[config.mk]
export PLATFORM = sky130hd
export DESIGN_NAME = voxel_element_format_converter_core
export DESIGN_NICKNAME = d
export VERILOG_FILES = /design/src/sv/vefc_pkg.sv /design/src/sv/vefc_decode.sv /design/src/sv/vefc_align.sv /design/src/sv/vefc_round.sv /design/src/sv/voxel_element_format_converter_core.sv
export SDC_FILE = /design/constraint.sdc
export NUM_CORES = 1
export LEC_CHECK = 0
export ABC_AREA = 1
export ABC_CLOCK_PERIOD_IN_PS = 7100
export BUFFER_PORTS_ARGS = -buffer_cell sky130_fd_sc_hd__buf_2
export CAP_MARGIN = 25
export CORE_MARGIN = 1.5
export CORE_UTILIZATION = 60
export DETAILED_ROUTE_END_ITERATION = 10
export GPL_TIMING_DRIVEN = 0
export PLACE_DENSITY = 0.79
export SLEW_MARGIN = 25
export SYNTH_ARGS = -nofsm -noshare
export SYNTH_HDL_FRONTEND = slang
export SYNTH_SLANG_ARGS = --single-unit
[constraint.sdc]
create_clock -name clk -period 7.1 [get_ports clk]
set_input_delay 0.355 -clock clk [delete_from_list [all_inputs] [get_ports clk]]
set_output_delay 0.355 -clock clk [all_outputs]
set_load 0.05 [all_outputs]
[src/sv/vefc_pkg.sv]
// ----------------------------------------------------------------------------
// vefc_pkg: shared types and constants of the volume element format converter
// Holds the element type codes, the pixel format codes and the records of
// one element as it moves through the pipeline.
// ----------------------------------------------------------------------------
`default_nettype none
package vefc_pkg;

  localparam logic [2:0] ET_U8      = 3'd0;
  localparam logic [2:0] ET_U16     = 3'd1;
  localparam logic [2:0] ET_S16     = 3'd2;
  localparam logic [2:0] ET_S32     = 3'd3;
  localparam logic [2:0] ET_F32     = 3'd4;
  localparam logic [2:0] ET_F64     = 3'd5;

  localparam logic [1:0] PF_G8      = 2'd0;
  localparam logic [1:0] PF_G16     = 2'd1;
  localparam logic [1:0] PF_R32F    = 2'd2;
  localparam logic [1:0] PF_OTHER   = 2'd3;

  localparam logic [15:0] S16_OFFSET = 16'h7FFF;

  // One element after decode: a normalized significand,
  // a binary32 biased exponent, and special handling flags.
  typedef struct packed {
    logic        sign;
    logic        is_float;    // goes through rounding
    logic        is_zero;     // signed zero result
    logic        is_inf;      // signed infinity result
    logic        is_nan;
    logic [21:0] nan_pay;
    logic signed [12:0] fe;   // binary32 biased exponent
    logic [52:0] sig;         // leading one at bit 52
    logic [31:0] raw;         // pass-through bits
    logic [1:0]  fmt;
    logic        last;
  } dec_t;

  // Element after alignment: 24-bit kept part plus guard and sticky.
  typedef struct packed {
    logic        sign;
    logic        is_float;
    logic        is_zero;
    logic        is_inf;
    logic        is_nan;
    logic [21:0] nan_pay;
    logic        normal;      // fe >= 1
    logic [7:0]  exp_m1;      // fe - 1 when normal
    logic [23:0] keep;
    logic        half;
    logic        sticky;
    logic [31:0] raw;
    logic [1:0]  fmt;
    logic        last;
  } aln_t;

endpackage
`default_nettype wire

[src/sv/vefc_decode.sv]
// ----------------------------------------------------------------------------
// vefc_decode: first stage, unpacks an element into sign, exponent, significand
// Signed 32-bit integers are normalized with a leading-zero count; binary64 is unpacked.
// ----------------------------------------------------------------------------
`default_nettype none
module vefc_decode (
  input  wire logic             clk,
  input  wire logic             rst_n,
  input  wire logic             en,
  input  wire logic             in_vld,
  input  wire logic [2:0]       etype,
  input  wire logic [63:0]      bits,
  input  wire logic             last,
  output logic                  vld_r,
  output vefc_pkg::dec_t        dec_r
);

  vefc_pkg::dec_t dec_nxt;
  logic [31:0]    mag;
  logic [4:0]     lz;
  logic [31:0]    norm;
  logic [10:0]    ex;

  always_comb begin
    mag = bits[31] ? (~bits[31:0] + 32'd1) : bits[31:0];
    lz  = 5'd0;
    for (int i = 0; i < 32; i++) begin
      if (mag[i]) lz = 5'(31 - i);
    end
    norm = mag << lz;
    ex   = bits[62:52];
  end

  always_comb begin
    dec_nxt          = '0;
    dec_nxt.raw      = bits[31:0];
    dec_nxt.last     = last;
    case (etype)
      vefc_pkg::ET_U8: begin
        dec_nxt.raw = {24'd0, bits[7:0]};
        dec_nxt.fmt = vefc_pkg::PF_G8;
      end
      vefc_pkg::ET_U16: begin
        dec_nxt.raw = {16'd0, bits[15:0]};
        dec_nxt.fmt = vefc_pkg::PF_G16;
      end
      vefc_pkg::ET_S16: begin
        dec_nxt.raw = {16'd0, bits[15:0] + vefc_pkg::S16_OFFSET};
        dec_nxt.fmt = vefc_pkg::PF_G16;
      end
      vefc_pkg::ET_S32: begin
        dec_nxt.fmt      = vefc_pkg::PF_R32F;
        dec_nxt.is_float = 1'b1;
        dec_nxt.sign     = bits[31];
        dec_nxt.is_zero  = (mag == 32'd0);
        dec_nxt.sig      = {norm, 21'd0};
        dec_nxt.fe       = 13'(127 + 31) - 13'(lz);
      end
      vefc_pkg::ET_F32: begin
        dec_nxt.fmt = vefc_pkg::PF_R32F;
      end
      vefc_pkg::ET_F64: begin
        dec_nxt.fmt      = vefc_pkg::PF_R32F;
        dec_nxt.is_float = 1'b1;
        dec_nxt.sign     = bits[63];
        dec_nxt.sig      = {1'b1, bits[51:0]};
        dec_nxt.fe       = 13'(ex) - 13'sd896;
        // The top payload bit lands on the quiet bit, so only the next 22 are kept.
        dec_nxt.nan_pay  = bits[50:29];
        if (ex == 11'h7FF) begin
          dec_nxt.is_nan = (bits[51:0] != 52'd0);
          dec_nxt.is_inf = (bits[51:0] == 52'd0);
        end else if (ex == 11'd0) begin
          dec_nxt.is_zero = 1'b1;
        end else if (ex >= 11'd1151) begin
          dec_nxt.is_inf = 1'b1;
        end
      end
      default: begin
        dec_nxt.fmt = vefc_pkg::PF_OTHER;
      end
    endcase
  end

  always_ff @(posedge clk) begin
    if (!rst_n) begin
      vld_r <= 1'b0;
    end else if (en) begin
      vld_r <= in_vld;
    end
    if (en) begin
      dec_r <= dec_nxt;
    end
  end

endmodule
`default_nettype wire

[src/sv/vefc_align.sv]
// ----------------------------------------------------------------------------
// vefc_align: second stage, shifts the significand to binary32 precision
// Produces the 24-bit kept part with the half and sticky bits for rounding.
// ----------------------------------------------------------------------------
`default_nettype none
module vefc_align (
  input  wire logic             clk,
  input  wire logic             rst_n,
  input  wire logic             en,
  input  wire logic             in_vld,
  input  wire vefc_pkg::dec_t   dec,
  output logic                  vld_r,
  output vefc_pkg::aln_t        aln_r
);

  vefc_pkg::aln_t aln_nxt;
  logic [5:0]     extra;     // additional right shift beyond 29
  logic [82:0]    wide;      // sig with 30 guard positions below
  logic [82:0]    shifted;
  logic           tiny;

  always_comb begin
    // Total shift is 29 for normals and 30 - fe for subnormals; beyond 60
    // the value flushes to zero.
    tiny  = (dec.fe < -13'sd30);
    extra = (dec.fe >= 13'sd1) ? 6'd0 : 6'(13'sd1 - dec.fe);
    wide  = {dec.sig, 30'd0};
    shifted = wide >> extra;
    aln_nxt          = '0;
    aln_nxt.sign     = dec.sign;
    aln_nxt.is_float = dec.is_float;
    aln_nxt.is_zero  = dec.is_zero || (dec.is_float && !dec.is_inf && !dec.is_nan && tiny);
    aln_nxt.is_inf   = dec.is_inf;
    aln_nxt.is_nan   = dec.is_nan;
    aln_nxt.nan_pay  = dec.nan_pay;
    aln_nxt.normal   = (dec.fe >= 13'sd1);
    aln_nxt.exp_m1   = 8'(dec.fe - 13'sd1);
    aln_nxt.keep     = shifted[82:59];
    aln_nxt.half     = shifted[58];
    aln_nxt.sticky   = |shifted[57:0];
    aln_nxt.raw      = dec.raw;
    aln_nxt.fmt      = dec.fmt;
    aln_nxt.last     = dec.last;
  end

  always_ff @(posedge clk) begin
    if (!rst_n) begin
      vld_r <= 1'b0;
    end else if (en) begin
      vld_r <= in_vld;
    end
    if (en) begin
      aln_r <= aln_nxt;
    end
  end

endmodule
`default_nettype wire

[src/sv/vefc_round.sv]
// ----------------------------------------------------------------------------
// vefc_round: third stage, rounds to nearest even and packs binary32
// Also selects the pass-through pixel for the u8, u16, s16, binary32 and unknown types.
// ----------------------------------------------------------------------------
`default_nettype none
module vefc_round (
  input  wire logic             clk,
  input  wire logic             rst_n,
  input  wire logic             en,
  input  wire logic             in_vld,
  input  wire vefc_pkg::aln_t   aln,
  output logic                  vld_r,
  output logic [31:0]           pix_r,
  output logic [1:0]            fmt_r,
  output logic                  last_r
);

  logic [24:0] keep_rnd;
  logic [31:0] mag;
  logic [31:0] pix_nxt;

  always_comb begin
    keep_rnd = {1'b0, aln.keep} +
               25'(aln.half && (aln.sticky || aln.keep[0]));
    // Carry out of the significand rolls into the exponent by the add.
    mag = aln.normal ? ({1'b0, aln.exp_m1, 23'd0} + {7'd0, keep_rnd})
                     : {7'd0, keep_rnd};
    if (mag >= 32'h7F80_0000) mag = 32'h7F80_0000;
    if (!aln.is_float) begin
      pix_nxt = aln.raw;
    end else if (aln.is_nan) begin
      pix_nxt = {aln.sign, 9'h1FF, aln.nan_pay};
    end else if (aln.is_inf) begin
      pix_nxt = {aln.sign, 31'h7F80_0000};
    end else if (aln.is_zero) begin
      pix_nxt = {aln.sign, 31'd0};
    end else begin
      pix_nxt = {aln.sign, mag[30:0]};
    end
  end

  always_ff @(posedge clk) begin
    if (!rst_n) begin
      vld_r <= 1'b0;
    end else if (en) begin
      vld_r <= in_vld;
    end
    if (en) begin
      pix_r  <= pix_nxt;
      fmt_r  <= aln.fmt;
      last_r <= aln.last;
    end
  end

endmodule
`default_nettype wire

[src/sv/voxel_element_format_converter_core.sv]
// ----------------------------------------------------------------------------
// voxel_element_format_converter_core: volume element to pixel converter
//
//   channel | ports                                   | direction
//   in      | in_valid, in_ready, in_element_bits, in_is_last | sink
//   out     | out_valid, out_ready, out_pixel_bits, out_pixel_format, out_last_out | source
//   cfg     | cfg_we, cfg_element_type                | sink, write only
//
// Three register stages: decode, alignment, rounding; a transaction passes
// them in order on its way to the output. One transaction is taken per cycle
// unless stalled; the pipeline advances as one unit when the output register
// is empty or being read. A stall freezes all stages. Reset clears the stage
// valid bits and sets the element type to u8.
// ----------------------------------------------------------------------------
`default_nettype none
module voxel_element_format_converter_core (
  input  wire logic        clk,
  input  wire logic        rst_n,
  input  wire logic        in_valid,
  output logic             in_ready,
  input  wire logic [63:0] in_element_bits,
  input  wire logic        in_is_last,
  output logic             out_valid,
  input  wire logic        out_ready,
  output logic [31:0]      out_pixel_bits,
  output logic [1:0]       out_pixel_format,
  output logic             out_last_out,
  input  wire logic        cfg_we,
  input  wire logic [2:0]  cfg_element_type
);

  logic [2:0]     etype_r;
  logic           en;
  logic           d_vld, a_vld;
  vefc_pkg::dec_t dec;
  vefc_pkg::aln_t aln;

  always_ff @(posedge clk) begin
    if (!rst_n) begin
      etype_r <= vefc_pkg::ET_U8;
    end else if (cfg_we) begin
      etype_r <= cfg_element_type;
    end
  end

  assign en       = !out_valid || out_ready;
  assign in_ready = en;

  vefc_decode u_dec (
    .clk(clk), .rst_n(rst_n), .en(en), .in_vld(in_valid),
    .etype(etype_r), .bits(in_element_bits), .last(in_is_last),
    .vld_r(d_vld), .dec_r(dec)
  );

  vefc_align u_aln (
    .clk(clk), .rst_n(rst_n), .en(en), .in_vld(d_vld),
    .dec(dec), .vld_r(a_vld), .aln_r(aln)
  );

  vefc_round u_rnd (
    .clk(clk), .rst_n(rst_n), .en(en), .in_vld(a_vld), .aln(aln),
    .vld_r(out_valid), .pix_r(out_pixel_bits), .fmt_r(out_pixel_format),
    .last_r(out_last_out)
  );

  // A stalled result must stay put.
  a_hold: assert property (@(posedge clk) disable iff (!rst_n)
    out_valid && !out_ready |=> out_valid && $stable(out_pixel_bits))
    else $error("result changed during stall");
  // Pipeline frozen when stalled.
  a_frz: assert property (@(posedge clk) disable iff (!rst_n)
    !en |=> $stable(d_vld) && $stable(a_vld))
    else $error("stage moved during stall");
  // G8 pixels leave the upper 24 bits clear.
  a_fmt: assert property (@(posedge clk) disable iff (!rst_n)
    out_valid && out_pixel_format == vefc_pkg::PF_G8 |-> out_pixel_bits[31:8] == 24'd0)
    else $error("G8 pixel has upper bits");

endmodule
`default_nettype wire
==> impl.org, run 1 <==
** Placement
- The count of buffers added on input and output ports is between 100 and 150.
- At the end of routability-driven placement, the weighted congestion stood at approximately 1.0.
- Detailed placement HPWL :: 46200 um

** Global routing
- Initial antenna violation count :: 4
- Global routing consumed, on the met1 layer, a little over half of the routing resources.
- The via count of the first global-routing pass is ~15000.
- The first global-routing pass estimated approximately 90000 um of wire.
- Met3 Track Usage GR :: a little over 10%
- Met2 Usage GRT :: a little over three fifths
- Pin count of the biggest net entering global routing :: 96
- The layer flagged by global routing as most heavily used is met2.
- Total gr overflow :: 0
- In the global route stage, overall resource usage came out at around two fifths.

** Yosys
- Sequential cells were found to cover a little under half of the synthesized design area.
- Cell types with the highest counts after synthesis :: sky130_fd_sc_hd__nand2_1, sky130_fd_sc_hd__edfxtp_1, sky130_fd_sc_hd__nand3_1
- Counting every net in the synthesized netlist gives ~2200.
- The synthesized design spends more area on one cell type than any other, namely sky130_fd_sc_hd__edfxtp_1.
- Yosys instantiated no cell more often than sky130_fd_sc_hd__nand2_1.
- For this run, asynchronously set or reset flops after synthesis account for 0%.
- Cells taking the most area after synthesis :: sky130_fd_sc_hd__edfxtp_1, sky130_fd_sc_hd__nand2_1, sky130_fd_sc_hd__nand3_1, sky130_fd_sc_hd__o21ai_0, sky130_fd_sc_hd__inv_1
- Yosys mapped a number of flops with a built-in enable equal to about 260.
- Summing every instance area after synthesis gives roughly 17000 um2.
- Avg Cell Area, Syn :: about 7.8 um2
- Synthesized instance count :: about 2200
- Number of warning messages in the yosys log :: 0
- Flops & latches, synth :: around 270
- Of the post-synthesis cell area, the dominant cell type holds 46.3%.
- Yosys mapped the design onto 67 distinct sky130hd cell types.
- The most used flip-flop cell after synthesis is sky130_fd_sc_hd__edfxtp_1.

** Floorplan
- The die is roughly 170 um wide.
- Floorplan core area :: 27700 um2
- For this configuration, the core starts out at a cell density of 60.7%.
- Die Outline Area :: between 20000 and 30000 um2
- Num ports :: 110
- Die Span Y :: 170 um
- Number of cell rows :: between 60 and 70

** Critical path
- Cell repeated most along the worst path :: sky130_fd_sc_hd__nor2_1
- STA puts the critical path data required time at around 7500 ps.
- Terminus of the critical flop-to-flop path :: u_rnd.pix_r[3]
- Critical register-to-register path startpoint :: u_aln.aln_r[37]
- The slowest stage of the critical path is the sky130_fd_sc_hd__nor3b_1 cell.
- Sum of buffers and inverters on the critical path :: 5
- Worst reg-to-reg path cell count :: 31
- The worst setup path is captured at a register.
- In this run the worst setup path begins at u_aln.aln_r[37].
- Of all nets on the critical path, the largest fanout is 10.
- The setup check on the worst reg-to-reg path leaves a slack of between 500 and 600 ps.
- Largest stage delay on the critical path :: roughly 410 ps
- On the critical path the largest part of the delay comes from simple AND/OR/NAND/NOR gates.
- Data on the critical path arrives at its endpoint at between 6000 and 7000 ps.
- Startpoint type of the worst setup path :: register
- Crit path depth :: 31
- Critical Path Sink :: u_rnd.pix_r[3]
- The worst setup path is of the reg2reg kind.

** CTS
- Buffer type at the clock tree root :: sky130_fd_sc_hd__clkbuf_16
- CTS built an H-tree with a depth of 1.
- No sink is reached through more buffers than the 3 on the longest clock path.
- The number of clock buffers added by TritonCTS is 28.
- Post-CTS timing repair inserted 0 buffers for setup.
- Counting every sink on the clock net gives ~270.
- Latest clock arrival within the worst-skew pair :: 560 ps
- Clock-pin slew was measured on the worst setup and hold paths at about 60 ps.
- Clock tree from TritonCTS :: done

** STA
- Of the available clock period, the critical path in the final layout requires between 90% and 100%.
- Highest achievable clock rate :: roughly 150 MHz
- At the pin with the least slew margin, the transition time is 1010 ps.
- Endpoints failing hold :: 0
- Time the worst path needs with I/O delays and setup :: roughly 6500 ps
- On the final layout, the worst hold slack is a little under 50 ps.
- Tightest slew margin relative to the limit :: 32.2%
- The clock arrives with approximately 15 ps of skew.
- The number of pins exceeding their max-slew limit in the final report was 0.
- Setup violations remaining at the end of the flow were counted as 0.
- Setup repair after global routing left no endpoint under its margin.

** Cells and area
- Post-synthesis to final-layout area growth :: 12.1%
- Once layout is complete, the utilization of the core stands at slightly below 70%.
- Cells with a size suffix above 1 make up 11.9% of the layout.
- Fill cells in the final layout number around 2200.
- Nets :: 2380

** Route
- Drt first-iter violations :: about 2600
- Wire length per cell :: roughly 22 um
- Remaining antenna violation count after routing :: 0
- In the routed design, unresolved DRC markers number 0.
- The pre-antenna-repair detailed-routing pass consisted of 8 iterations.
- Detail-routed via count per cell :: just over 6
- For this block, the routed nets add up to 59000 um of wire.
- Total vias in the final route :: around 17000

** Outcome
- Status :: completed

** Pwr
- Pwr dens :: 270 nW/um2
- Largest voltage drop on the vdd net :: 228 uV
- Static Leakage :: 8.48 nW

** Hold path
- Worst hold path class :: in2reg

** Job
- Max Cap Violations :: 0
worst min-delay path, stage by stage:
cell	delay, ps
sky130_fd_sc_hd__buf_2	90
sky130_fd_sc_hd__nor2_1	40
sky130_fd_sc_hd__nor2_1	80
metal layers:
metal	share of wire (%)	routed length, um
met4	6.6	3920
met1	38	22200
met3	13	7800
met2	42	25100
met5	0.022	13
flip-flops by register name, summed over array words and instances (netlist names):
name,cells
u_dec.vld_r,1
u_aln.aln_r,97
etype_r,3
u_rnd.last_r,1
u_rnd.fmt_r,2
u_dec.dec_r,127
u_aln.vld_r,1
u_rnd.pix_r,32
u_rnd.vld_r,1
stage by stage:
stage / instance area (um2) / std cells / setup slack (ps) / power, mW / setup TNS (ps)
floorplan: 16800 / 2152 / 538 / 3.08 / 0
global placement: 17800 / 2638 / -1160 / 3.55 / -130390
detailed placement: 17900 / 2640 / 411 / 3.57 / 0
CTS: 18800 / 2692 / 412 / 5.02 / 0
global route: 18900 / 2694 / 122 / 5.28 / 0
finish: 18900 / 2695 / 597 / 5.09 / 0
area by class of cell:
class                           count  area, um2  share of cell area (%)
Buffer                            102        500                    2.65
Sequential cell                   265       7900                    41.9
Timing Repair Buffer              111        606                    3.21
Clock buffer                       32        716                    3.80
Clock inverter                     19        208                    1.10
Multi-Input combinational cell   1528       7470                    39.6
Antenna cell                        3       7.51                  0.0398
Inverter                          257        972                    5.16
Tap cell                          378        473                    2.51
how the worst min path moves through the flow:
stage,start,slack [ps],to,depth (start not counted)
floorplan,u_dec.dec_r[0],400,u_aln.aln_r[0],0
global placement,u_dec.dec_r[1],400,u_aln.aln_r[1],0
detailed placement,u_dec.dec_r[33],400,u_aln.aln_r[33],0
CTS,cfg_element_type[0],40,etype_r[0],3
global route,rst_n,70,u_rnd.vld_r,2
finish,cfg_element_type[0],50,etype_r[0],3
cell usage in the layout (no fill, tap or decap), types with 5 or more instances in the layout:
cell type / n
sky130_fd_sc_hd__clkbuf_16: 28
sky130_fd_sc_hd__clkbuf_1: 55
sky130_fd_sc_hd__buf_2: 139
sky130_fd_sc_hd__a31oi_1: 5
sky130_fd_sc_hd__ha_1: 13
sky130_fd_sc_hd__nor2_2: 8
sky130_fd_sc_hd__nand2_1: 501
sky130_fd_sc_hd__o211ai_1: 7
sky130_fd_sc_hd__nand2_2: 8
sky130_fd_sc_hd__nor4_1: 14
sky130_fd_sc_hd__nand3b_1: 5
sky130_fd_sc_hd__nor2_1: 213
sky130_fd_sc_hd__inv_1: 233
sky130_fd_sc_hd__buf_4: 11
sky130_fd_sc_hd__o22ai_1: 18
sky130_fd_sc_hd__a21oi_1: 80
sky130_fd_sc_hd__mux2i_1: 9
sky130_fd_sc_hd__xor2_1: 32
sky130_fd_sc_hd__dfxtp_1: 6
sky130_fd_sc_hd__and3_1: 6
sky130_fd_sc_hd__inv_2: 17
sky130_fd_sc_hd__nand4_1: 24
sky130_fd_sc_hd__o21ai_1: 52
sky130_fd_sc_hd__nor3_1: 19
sky130_fd_sc_hd__clkinv_1: 9
sky130_fd_sc_hd__clkinv_2: 8
sky130_fd_sc_hd__o21ai_0: 181
sky130_fd_sc_hd__buf_6: 5
sky130_fd_sc_hd__edfxtp_1: 259
sky130_fd_sc_hd__nor3_2: 5
sky130_fd_sc_hd__nand3_1: 259
sky130_fd_sc_hd__or2_2: 12
kinds of logic after synthesis:
kind of cell             Yosys count  synth area share [%]
AO/OA/AOI/OAI                    376                  12.2
XOR/XNOR                          34                  1.82
adder cells (fa/ha/maj)           14                  1.09
buffers and inverters            359                  8.71
flip-flops                       265                  47.0
multiplexers                       9                 0.536
AND/OR/NAND/NOR                 1095                  28.7
what timing repair did:
action,CTS,global route
gates resized for setup,0,2
hold endpoints to repair,1,0
hold buffers,1,0
endpoints found under the setup margin,0,21
report_power, final:
group	internal, mW	switching, mW
sequential	1.92	0.0903
combinational	0.438	1.17
clock	0.841	0.622
No activity file was read; power rests on OpenSTA's default activity.
==> run 2: changes to the inputs <==
--- a/config.mk
+++ b/config.mk
@@ -10,10 +10,9 @@
 export BUFFER_PORTS_ARGS = -buffer_cell sky130_fd_sc_hd__buf_2
 export CAP_MARGIN = 25
 export CORE_MARGIN = 1.5
-export CORE_UTILIZATION = 60
+export CORE_UTILIZATION = 40
 export DETAILED_ROUTE_END_ITERATION = 10
 export GPL_TIMING_DRIVEN = 0
-export PLACE_DENSITY = 0.79
 export SLEW_MARGIN = 25
 export SYNTH_ARGS = -nofsm -noshare
 export SYNTH_HDL_FRONTEND = slang
==> impl.org, run 2 (same netlist as run 1, synthesis figures left out) <==
** Route
- Wire length per cell :: 20.9 um (-4.3%)
- The total detailed-routing wirelength was 59700 um (+1.2%).
- The length of routed met2 wiring came to 25900 um (+3.4%).
- First-pass iteration count of the detailed router :: 6 (-2)
- The met1 layer wirelength in the final routing came to 26500 um (+20%).
- Sum of met3 wire segment lengths after detailed routing :: 4330 um (-45%)
- Drt first-iter violations :: 1601 (-40%)
- The via count normalized by instance count was 5.49 (-12%).
- The post-route DRC violation count was 0 (unchanged).
- Topmost layer with routed signal wires :: met4
- Total vias in the final route :: 15600 (-6.5%)
- Remaining antenna violation count after routing :: 0 (unchanged)

** Critical path
- Worst Setup Path Type :: reg2reg
- Nature of the critical path endpoint :: register
- Cell repeated most along the worst path :: sky130_fd_sc_hd__nor2_1
- Crit path DAT :: 6860 ps (-60 ps)
- The largest individual stage delay along the critical path comes from the cell sky130_fd_sc_hd__nor3b_1.
- The maximum fanout encountered on the critical timing path was 10 (unchanged).
- The delay of the slowest critical-path stage is 450 ps (+40 ps).
- Startpoint type of the worst setup path :: register
- The required time at the endpoint of the critical path came to 7530 ps (about the same).

** STA
- The number of pins exceeding their max-slew limit in the final report is 0 (unchanged).
- Worst clock skew on the final layout :: 12.5 ps (-2.98 ps)
- Worst-case setup margin in the final layout :: 672 ps (+74.9 ps)
- The max-slew headroom at the worst pin was 28.3% (-3.9 points).
- Unrepaired setup endpoints after global routing :: no
- Worst slew pin tran :: 1070 ps (+57.5 ps)
- Final cycle utilization of the critical path :: 90.5% (-1.1 points)
- Number of endpoints failing setup at the final stage :: 0 (unchanged)
- Time the worst path needs with I/O delays and setup :: 6430 ps (-74.9 ps)
- The highest attainable clock frequency is 156 MHz (+1.2%).
- Endpoints failing hold :: 0 (unchanged)
- The final hold slack was 37.3 ps (-11.2 ps).

** Floorplan
- Initial Utilization :: 40.9% (-20 points)
- Die Span Y :: 208 um (+22%)
- Floorplan core area :: 41100 um2 (+48%)
- The floorplan die width is 208 um (+22%).
- The row count came to 74 (+21%).
- Die Outline Area :: 43300 um2 (+49%)
- Num ports :: 110 (unchanged)

** Hold path
- In this run the worst hold path is classified as in2reg.

** Cells and area
- The share of layout cells above drive strength 1 was 11.7% (-0.18 points).
- Final core utilization :: 46.3% (-22 points)
- Multi-input gate area :: 7470 um2 (about the same)
- Reg area :: 7900 um2 (unchanged)
- Counting flops per register, the top entry is u_dec.dec_r.
- The count of nets after finishing is 2382 (+0.084%).
- The largest registers in the layout are u_dec.dec_r x127, u_aln.aln_r x97, u_rnd.pix_r x32.
- Flip-flop count of the largest register, all copies and words added :: 127 (unchanged)
- The library cell used most frequently in the layout, excluding fill and tap cells, is sky130_fd_sc_hd__nand2_1.
- Compared with the post-synthesis result, the final layout area differs by 13.2%.
- In the layout the commonest cells are sky130_fd_sc_hd__nand2_1, sky130_fd_sc_hd__nand3_1, sky130_fd_sc_hd__edfxtp_1.
- Fill cell instance count of the final layout :: 4175 (+89%)

** CTS
- TritonCTS built the clock tree.
- Buffer levels on the longest clock path :: 3 (unchanged)
- Buffer type at the clock tree root :: sky130_fd_sc_hd__clkbuf_16
- The H-tree depth was 1 (unchanged).
- Clk pin slew, worst setup/hold paths :: 60 ps (about the same)
- The number of buffers added by the clock tree synthesis step came to 29 (+3.6%).
- Latest clock arrival within the worst-skew pair :: 580 ps (+20 ps)
- The number of sinks driven by the clock tree came to 265 (unchanged).

** Global routing
- Pin count of the biggest net entering global routing :: 109 (+14%)
- The overall routing resource usage was 27.3% (-14 points).
- Initial antenna violation count :: 3 (-1)
- The global route total overflow was 0 (unchanged).
- Global-route wire length before repair :: 89000 um (+1.3%)
- The via count of the first global-routing pass came to 14900 (-2.9%).

** Pwr
- Largest voltage drop on the vdd net :: 173 uV (-24%)
- The cell leakage power came to 8.48 nW (about the same).
- Overall power :: 5.02 mW (-1.3%)
- The power density relative to cell area came to 264 nW/um2 (-2.2%).

** Outcome
- Status :: completed

** Job
- Max Cap Violations :: 0 (unchanged)

** Placement
- Dpl ws :: 483 ps (+72.2 ps)
- Detailed placement HPWL :: 48500 um (+5.1%)
- The placer's final routability congestion estimate came to 0.961 (-8.4%).
- The number of port buffers came to 108 (unchanged).
## run 2: layer usage
layer,GRT usage (%),vias up
met5,0,-
li1,-,7567
met3,4.45,136
met1,37.1,7300
met2,42.5,638
met4,13.0,0
## run 2: layout make-up
cell class,instances,share of cell area (%)
tap,532,3.50
clock inverter,16,0.809
buffer,102,2.63
timing repair buffer,112,3.23
antenna,4,0.0526
clock buffer,35,3.93
sequential,265,41.5
multi-input combinational,1528,39.2
inverter,257,5.11
## run 2: worst max-delay path, delay by kind of cell (launching register included)
family / cells / cell delay (ps)
xor+xnor: 1 / 170
buf+inv: 5 / 580
compound gates: 2 / 300
fa+ha+maj: 3 / 700
simple gates: 20 / 4170
flops: 1 / 360
## run 2: where the power goes
group	total, mW	internal, mW	switching (mW)
Combinational	1.57	0.437	1.13
Clock	1.44	0.826	0.612
Sequential	2.01	1.92	0.0869
Total	5.02	3.19	1.83
## run 2: worst paths after layout
kind,start,endpoint,slack (ps),cells past startpoint
setup reg to reg,u_aln.aln_r[37],u_rnd.pix_r[3],670,31
hold reg to reg,u_dec.dec_r[9],u_aln.aln_r[9],410,0
hold / removal,cfg_we,etype_r[0],40,3
setup / recovery,u_aln.aln_r[37],u_rnd.pix_r[3],670,31
## run 2: stage by stage
step	cell area (um2)	setup TNS, ps	std cells
after floorplan	16800	0	2152
after global placement	18000	-242910	2792
after detailed placement	18100	0	2794
after CTS	19000	0	2847
after global routing	19000	0	2849
final	19000	0	2851
## run 2: repair_timing
action | in CTS | in global routing
hold buffers | 2 | 0
buffers inserted | 0 | 0
endpoints found under the hold margin | 2 | 0
endpoints found under the setup margin | 0 | 8
gates resized for setup | 0 | 1
